==> config.mk <==
export PLATFORM = sky130hd
export DESIGN_NAME = length_sum_frame_checker_core
export DESIGN_NICKNAME = d
export VERILOG_FILES = /design/src/sv/lsfc_pkg.sv /design/src/sv/lsfc_in_reg.sv /design/src/sv/lsfc_deframer.sv /design/src/sv/lsfc_out_reg.sv /design/src/sv/length_sum_frame_checker_core.sv
export SDC_FILE = /design/constraint.sdc
export NUM_CORES = 1
export LEC_CHECK = 0
export BUFFER_PORTS_ARGS = -buffer_cell sky130_fd_sc_hd__buf_2
export CAP_MARGIN = 10
export CORE_UTILIZATION = 39
export CTS_CLUSTER_SIZE = 40
export DETAILED_ROUTE_END_ITERATION = 8
export SLEW_MARGIN = 20
export SYNTH_ARGS = -nofsm -noshare
export SYNTH_HDL_FRONTEND = slang
export SYNTH_HIERARCHICAL = 1
export SYNTH_SLANG_ARGS = --single-unit
==> constraint.sdc <==
create_clock -name clock -period 4.4 [get_ports clock]
set_clock_uncertainty 0.1 [all_clocks]
set_input_delay 0.22 -clock clock [delete_from_list [all_inputs] [get_ports clock]]
set_output_delay 0.22 -clock clock [all_outputs]
set_load 0.01 [all_outputs]
==> src/sv/lsfc_pkg.sv <==
// ----------------------------------------------------------------------------
// lsfc_pkg: shared types and constants for the length/sum frame checker
// Holds the frame word size and the result record passed between the
// deframer and the output register.
// ----------------------------------------------------------------------------
package lsfc_pkg;

   // Bytes in the length and checksum fields, little-endian.
   localparam int WORD_BYTES = 8;
   localparam int WORD_BITS  = 8 * WORD_BYTES;
   // Byte counter inside a length or checksum field.
   localparam int COUNT_W    = 3;

   // Result kinds.
   localparam logic KIND_BODY = 1'b0;
   localparam logic KIND_END  = 1'b1;

   // Result word.
   typedef struct packed {
      logic       kind;
      logic [7:0] frame_tag;
      logic [7:0] body_byte;
      logic       checksum_ok;
      logic       last;
   } lsfc_result_type;

endpackage

==> src/sv/lsfc_in_reg.sv <==
// ----------------------------------------------------------------------------
// lsfc_in_reg: input register
// Captures one stream byte and holds it until the deframer consumes it.
// ----------------------------------------------------------------------------
module lsfc_in_reg (
   input  logic       clock,
   input  logic       reset,
   input  logic       req_tvalid,
   output logic       req_tready,
   input  logic [7:0] req_tdata,
   input  logic       consume,
   output logic       item_valid,
   output logic [7:0] item_byte
);

   logic       valid_ff;
   logic       valid_in;
   logic [7:0] byte_ff;
   logic       load;

   // The register is free when empty or when its word leaves this cycle.
   assign req_tready = !valid_ff || consume;
   assign load       = req_tvalid && req_tready;

   always_comb begin
      if (load) begin
         valid_in = 1'b1;
      end else if (consume) begin
         valid_in = 1'b0;
      end else begin
         valid_in = valid_ff;
      end
   end

   always_ff @(posedge clock) begin
      if (reset) begin
         valid_ff <= 1'b0;
      end else begin
         valid_ff <= valid_in;
      end
   end

   // Payload needs no reset.
   always_ff @(posedge clock) begin
      if (load) begin
         byte_ff <= req_tdata;
      end
   end

   assign item_valid = valid_ff;
   assign item_byte  = byte_ff;

endmodule

==> src/sv/lsfc_deframer.sv <==
// ----------------------------------------------------------------------------
// lsfc_deframer: frame parser and checksum accumulator
// Walks type, length, body and checksum fields one byte per consumed word
// and forms at most one result per byte.
// ----------------------------------------------------------------------------
module lsfc_deframer (
   input  logic                     clock,
   input  logic                     reset,
   input  logic                     consume,
   input  logic [7:0]               item_byte,
   output logic                     res_valid,
   output lsfc_pkg::lsfc_result_type result
);
   import lsfc_pkg::*;

   localparam logic [1:0] PH_TYPE = 2'd0;
   localparam logic [1:0] PH_LEN  = 2'd1;
   localparam logic [1:0] PH_BODY = 2'd2;
   localparam logic [1:0] PH_SUM  = 2'd3;

   logic [1:0]           phase_ff,     phase_in;
   logic [COUNT_W-1:0]   count_ff,     count_in;
   logic [WORD_BITS-1:0] remaining_ff, remaining_in;
   logic [WORD_BITS-1:0] sum_ff,       sum_in;
   logic [WORD_BITS-1:0] checksum_ff,  checksum_in;
   logic [7:0]           type_ff,      type_in;

   logic                 field_done;
   logic [WORD_BITS-1:0] byte_shifted;
   logic [WORD_BITS-1:0] length_next;
   logic [WORD_BITS-1:0] checksum_next;
   logic [WORD_BITS-1:0] remaining_dec;

   // Byte placed at its little-endian position within the current field.
   assign field_done    = (count_ff == COUNT_W'(WORD_BYTES - 1));
   assign byte_shifted  = WORD_BITS'(item_byte) << {count_ff, 3'b000};
   assign length_next   = remaining_ff | byte_shifted;
   assign checksum_next = checksum_ff | byte_shifted;
   assign remaining_dec = remaining_ff - WORD_BITS'(1);

   // Next state and result for the byte being consumed.
   always_comb begin
      phase_in     = phase_ff;
      count_in     = count_ff;
      remaining_in = remaining_ff;
      sum_in       = sum_ff;
      checksum_in  = checksum_ff;
      type_in      = type_ff;
      res_valid    = 1'b0;
      result       = '0;
      result.frame_tag = type_ff;

      unique case (phase_ff)
         PH_TYPE: begin
            type_in      = item_byte;
            count_in     = '0;
            remaining_in = '0;
            phase_in     = PH_LEN;
         end
         PH_LEN: begin
            // The length is assembled straight into the down counter.
            remaining_in = length_next;
            if (field_done) begin
               count_in    = '0;
               sum_in      = '0;
               checksum_in = '0;
               phase_in    = (length_next == '0) ? PH_SUM : PH_BODY;
            end else begin
               count_in = count_ff + COUNT_W'(1);
            end
         end
         PH_BODY: begin
            sum_in       = sum_ff + WORD_BITS'(item_byte);
            remaining_in = remaining_dec;
            if (remaining_dec == '0) begin
               phase_in = PH_SUM;
               count_in = '0;
            end
            res_valid        = 1'b1;
            result.kind      = KIND_BODY;
            result.body_byte = item_byte;
         end
         PH_SUM: begin
            if (!field_done) begin
               checksum_in = checksum_next;
               count_in    = count_ff + COUNT_W'(1);
            end else begin
               res_valid          = 1'b1;
               result.kind        = KIND_END;
               result.checksum_ok = (checksum_next == sum_ff);
               result.last        = 1'b1;
               // Frame done: clear everything for the next type byte.
               phase_in     = PH_TYPE;
               count_in     = '0;
               remaining_in = '0;
               sum_in       = '0;
               checksum_in  = '0;
               type_in      = '0;
            end
         end
         default: begin
            phase_in = PH_TYPE;
         end
      endcase
   end

   always_ff @(posedge clock) begin
      if (reset) begin
         phase_ff     <= PH_TYPE;
         count_ff     <= '0;
         remaining_ff <= '0;
         sum_ff       <= '0;
         checksum_ff  <= '0;
         type_ff      <= '0;
      end else if (consume) begin
         phase_ff     <= phase_in;
         count_ff     <= count_in;
         remaining_ff <= remaining_in;
         sum_ff       <= sum_in;
         checksum_ff  <= checksum_in;
         type_ff      <= type_in;
      end
   end

   // A body phase always has at least one byte left to take.
   a_body_nonzero: assert property (@(posedge clock) disable iff (reset)
      phase_ff == PH_BODY |-> remaining_ff != '0)
      else $error("body phase entered with nothing remaining");

   // The field byte counter never passes the field size.
   a_count_range: assert property (@(posedge clock) disable iff (reset)
      count_ff <= COUNT_W'(WORD_BYTES - 1))
      else $error("field byte counter out of range");

   // A finished checksum field always returns the parser to the type byte.
   a_end_clears: assert property (@(posedge clock) disable iff (reset)
      consume && res_valid && result.last |=> phase_ff == PH_TYPE && sum_ff == '0)
      else $error("frame end did not clear the parser");

endmodule

==> src/sv/lsfc_out_reg.sv <==
// ----------------------------------------------------------------------------
// lsfc_out_reg: result register
// Holds one result word for the output stream and frees itself when taken.
// ----------------------------------------------------------------------------
module lsfc_out_reg (
   input  logic                      clock,
   input  logic                      reset,
   input  logic                      load,
   input  lsfc_pkg::lsfc_result_type result,
   output logic                      out_free,
   output logic                      rsp_tvalid,
   input  logic                      rsp_tready,
   output logic [23:0]               rsp_tdata,  // frame_tag, body_byte, checksum_ok, zero pad
   output logic [0:0]                rsp_tuser,  // kind
   output logic                      rsp_tlast
);
   import lsfc_pkg::*;

   logic            valid_ff;
   logic            valid_in;
   lsfc_result_type result_ff;

   // A new word may enter when the register is empty or being drained.
   assign out_free = !valid_ff || rsp_tready;

   always_comb begin
      if (load) begin
         valid_in = 1'b1;
      end else if (rsp_tready) begin
         valid_in = 1'b0;
      end else begin
         valid_in = valid_ff;
      end
   end

   always_ff @(posedge clock) begin
      if (reset) begin
         valid_ff <= 1'b0;
      end else begin
         valid_ff <= valid_in;
      end
   end

   always_ff @(posedge clock) begin
      if (load) begin
         result_ff <= result;
      end
   end

   // Pack the result word onto the stream ports.
   assign rsp_tvalid = valid_ff;
   assign rsp_tdata  = {7'd0, result_ff.checksum_ok, result_ff.body_byte,
                        result_ff.frame_tag};
   assign rsp_tuser  = result_ff.kind;
   assign rsp_tlast  = result_ff.last;

endmodule

==> src/sv/length_sum_frame_checker_core.sv <==
// ----------------------------------------------------------------------------
// length_sum_frame_checker_core: byte-stream deframer with additive checksum
// Takes one byte per word: a type byte, an 8-byte little-endian body length,
// the body and an 8-byte little-endian checksum. Every body byte comes out as
// a word with tuser low; after the last checksum byte one word with tuser and
// tlast high reports in tdata bit 16 whether the checksum equals the body sum
// modulo 2^64. A byte is accepted every cycle unless the output stalls; each
// result passes through the input register and the result register, and
// req_tready drops only while the result register is full and not taken.
// ----------------------------------------------------------------------------
module length_sum_frame_checker_core (
   input  logic        clock,
   input  logic        reset,
   input  logic        req_tvalid,
   output logic        req_tready,
   input  logic [7:0]  req_tdata,   // rx_byte
   output logic        rsp_tvalid,
   input  logic        rsp_tready,
   output logic [23:0] rsp_tdata,   // frame_tag, body_byte, checksum_ok, zero pad
   output logic [0:0]  rsp_tuser,   // kind
   output logic        rsp_tlast
);
   import lsfc_pkg::*;

   logic            item_valid;
   logic [7:0]      item_byte;
   logic            out_free;
   logic            consume;
   logic            res_valid;
   lsfc_result_type result;

   // The held byte is processed once the result register can take its output.
   assign consume = item_valid && out_free;

   lsfc_in_reg u_in_reg (
      .clock      (clock),
      .reset      (reset),
      .req_tvalid (req_tvalid),
      .req_tready (req_tready),
      .req_tdata  (req_tdata),
      .consume    (consume),
      .item_valid (item_valid),
      .item_byte  (item_byte)
   );

   lsfc_deframer u_deframer (
      .clock     (clock),
      .reset     (reset),
      .consume   (consume),
      .item_byte (item_byte),
      .res_valid (res_valid),
      .result    (result)
   );

   lsfc_out_reg u_out_reg (
      .clock      (clock),
      .reset      (reset),
      .load       (consume && res_valid),
      .result     (result),
      .out_free   (out_free),
      .rsp_tvalid (rsp_tvalid),
      .rsp_tready (rsp_tready),
      .rsp_tdata  (rsp_tdata),
      .rsp_tuser  (rsp_tuser),
      .rsp_tlast  (rsp_tlast)
   );

endmodule
==> flow_summary.toml <==
[setup_path]
worst-path-max-fanout = 9
cp.arrival_ns = 4.25
reg2reg_from = "u_deframer/remaining_ff[17]"
required_ns = 4.73
critPathKind = "flip-flop to flip-flop"
startpoint_type = "flip-flop"
r2r_slack_ns = 0.48
r2r_end = "u_deframer/phase_ff[1]"
worst_r2r_path_depth = 9
end_kind = "flip-flop"

[clock_network]
cts_resized = 0
cts-root-buf = "clkbuf_16"
clock-sinks = 234
holdBufCountCts = 10
path_clk_slew_ns = 0.06
clock_latency_ns = 0.59
cts_tree = "built"
post_cts_buffers = 0
cts_buffers = 28
cts_buffer_depth = 3
cts.htree.levels = 1

[sta]
slew_headroom = 0.2679
setup_viol = 0
final.min_clock_period_ns = 3.922
tns_ns = 0
timing.final.crit_share = 0.8914
fin_ws_ns = 0.4778
worst_pin_slew_ns = 1.097
rsz0062_at_grt = "false"
finalHoldViolCount = 0
fmax_ghz = 0.2550
maxSlewViolCount = 0

[cells_and_area]
diodes = 0
final_util = 0.4465
syn_to_final_growth_pct = 11.87
drive_above_1_share = 0.1033
nNetsFinal = 1798

[power_and_ir_drop]
vdd_drop_max_mv = 0.2769
p_leak_uw = 0.005437
totalPowerFinal_uw = 5218
power.density_mw_per_mm2 = 336.6

[drt]
drt-wirelength-per-cell_um = 20.74
drc = 0
ant_nets = 0
num_vias = 13700
wl_mm = 46.57
via_per_inst = 6.102
dr.pass1.iters = 6
drtIter0Drc = 1454

[floorplan]
num_rows = 68
die_h_um = 190.5
die_area_sq_mm = 0.03628
start_util = 0.3991
core_sq_mm = 0.03471
pin_count = 40
die_w_um = 190.5

[synthesis]
yosysWarningCount = 6
synthFlopType = "dfxtp_1"
asyncSetResetFlopFracSynth = 0
seq_area_frac_synth = 0.3576
yosysTopAreaCellShare = 0.2991
yosys.area.top_type = "dfxtp_1"
syn_avg_cell_area_sq_um = 7.728
syn_area_sq_mm = 0.01386
synth-seq-cells = 234
synth_cell_types = 78
synthTopCellsByArea = "dfxtp_1 (30%), a21oi_1 (7.1%), nor2_1 (7.0%), edfxtp_1 (5.9%), xnor2_1 (5.3%)"
synth_edf_count = 27
syn-instance-count = 1793

[hold_path]
min_to = "u_deframer/count_ff[1]"
hold_start = "reset"
hold_class = "input pin to flip-flop"
min_path_cells = 3

[global_routing]
grt_max_degree = 92
grt_util_all_layers = 0.2532
grt_pass1_wl_mm = 73.00
overflow = 0
antenna_found_initial = 0
grt_pass1_vias = 12760

[placed_design]
gp_congestion = 0.9807
place_ws_ns = 0.5166
io_buffers = 32
dpl.hpwl_mm = 30.03

[outcome]
status = "finished clean"

[run]
drv_cap = 0
==> state kept, by name, indices dropped and copies added, names as in the netlist <==
| register | cells |
|---|---|
| u_deframer/checksum_ff | 64 |
| u_deframer/remaining_ff | 64 |
| u_deframer/sum_ff | 64 |
| u_out_reg/rsp_tdata | 17 |
| u_deframer/type_ff | 8 |
| u_in_reg/item_byte | 8 |
| u_deframer/count_ff | 3 |
| u_deframer/phase_ff | 2 |
| u_in_reg/item_valid | 1 |
| u_out_reg/rsp_tlast | 1 |
| u_out_reg/rsp_tuser | 1 |
| u_out_reg/rsp_tvalid | 1 |
==> cells in the mapped netlist, drive strengths merged, types with 38 or more instances <==
master  instances
a21oi         199
a22oi          39
a31oi          52
a32oi          71
clkbuf        134
dfxtp         207
inv            42
nand2          98
nand3          73
nand4          42
nor2          257
nor3           61
nor4           49
o21ai          81
xnor2          84
xor2           38
==> per-layer routing <==
metal	global-route usage	up-vias	wire, um	share of wire
met2	0.4117	534	21810	0.47
met4	0.08462	0	1306	0.028
met3	0.03460	82	3089	0.066
met1	0.3430	6589	20370	0.44
met5	0	-	0	0
li1	-	6499	-	-
==> final cells by class <==
| class | instances | area (sq um) |
|---|---|---|
| clock buffer | 37 | 744.5 |
| clock inverter | 15 | 178.9 |
| fill | 3455 | 19210 |
| inverter | 43 | 161.4 |
| multi-input combinational | 1359 | 8170 |
| sequential | 234 | 4955 |
| tap | 455 | 569.3 |
| timing repair buffer | 103 | 720.7 |
==> cells in the final DEF (no fill, tap or decap), types with 31 or more instances in the layout <==
| cell | n |
|---|---|
| a21oi_1 | 197 |
| a22oi_1 | 39 |
| a31oi_1 | 51 |
| a32oi_1 | 71 |
| buf_2 | 31 |
| buf_4 | 62 |
| dfxtp_1 | 207 |
| inv_1 | 42 |
| nand2_1 | 97 |
| nand3_1 | 72 |
| nand4_1 | 39 |
| nor2_1 | 256 |
| nor3_1 | 54 |
| nor4_1 | 43 |
| o21ai_0 | 78 |
| xnor2_1 | 84 |
| xor2_1 | 38 |
==> cell families (layout without fill, tap and decap cells) <==
kind of cell	after synthesis	after routing	synth area share
XOR/XNOR	122	122	0.07712
adder cells (fa/ha/maj)	17	17	0.01589
flip-flops	234	234	0.3576
multiplexers	6	6	0.004605
AO/OA/AOI/OAI	508	508	0.2313
buffers and inverters	206	198	0.05924
other	1	7	0.0002706
AND/OR/NAND/NOR	699	699	0.2540
==> worst max path at each step <==
stage	from	to	slack, ns
2_1_floorplan	u_deframer/remaining_ff[40]	u_deframer/count_ff[1]	0.88
3_5_place_dp	u_deframer/remaining_ff[17]	u_deframer/count_ff[2]	0.52
6_report	u_deframer/remaining_ff[17]	u_deframer/phase_ff[1]	0.48
5_1_grt	u_deframer/count_ff[2]	u_deframer/sum_ff[60]	0.22
4_1_cts	u_deframer/remaining_ff[17]	u_deframer/count_ff[2]	0.52
3_3_place_gp	u_deframer/remaining_ff[17]	u_deframer/count_ff[1]	0.51
==> worst max-delay path: stages, from the launching register on <==
cell and delay, ns:
dfxtp_1 0.40, nor4_2 0.56, nand4_2 0.36, or3_1 0.55, o31ai_1 0.32, nand4_1 0.19, or4_4 0.61, o41a_1 0.38
o21ai_0 0.22, a21oi_1 0.09
==> through the flow <==
stage	instance area, sq um	cells	hold WS (ns)
2_1_floorplan	13880	1799	0.1824
3_3_place_gp	14480	2184	0.2961
3_5_place_dp	14480	2184	0.2981
4_1_cts	15500	2246	0.01545
5_1_grt	15500	2246	0.03622
6_report	15500	2246	0.04534
==> where the power goes <==
group / internal, uW / leakage, uW / switching (uW) / total (uW)
Clock: 1370 / 0.000451 / 978 / 2350
Sequential: 2180 / 0.00192 / 16.4 / 2190
Combinational: 208 / 0.00307 / 466 / 674
Total: 3760 / 0.00544 / 1460 / 5220
(Power assumes the default switching activity.)
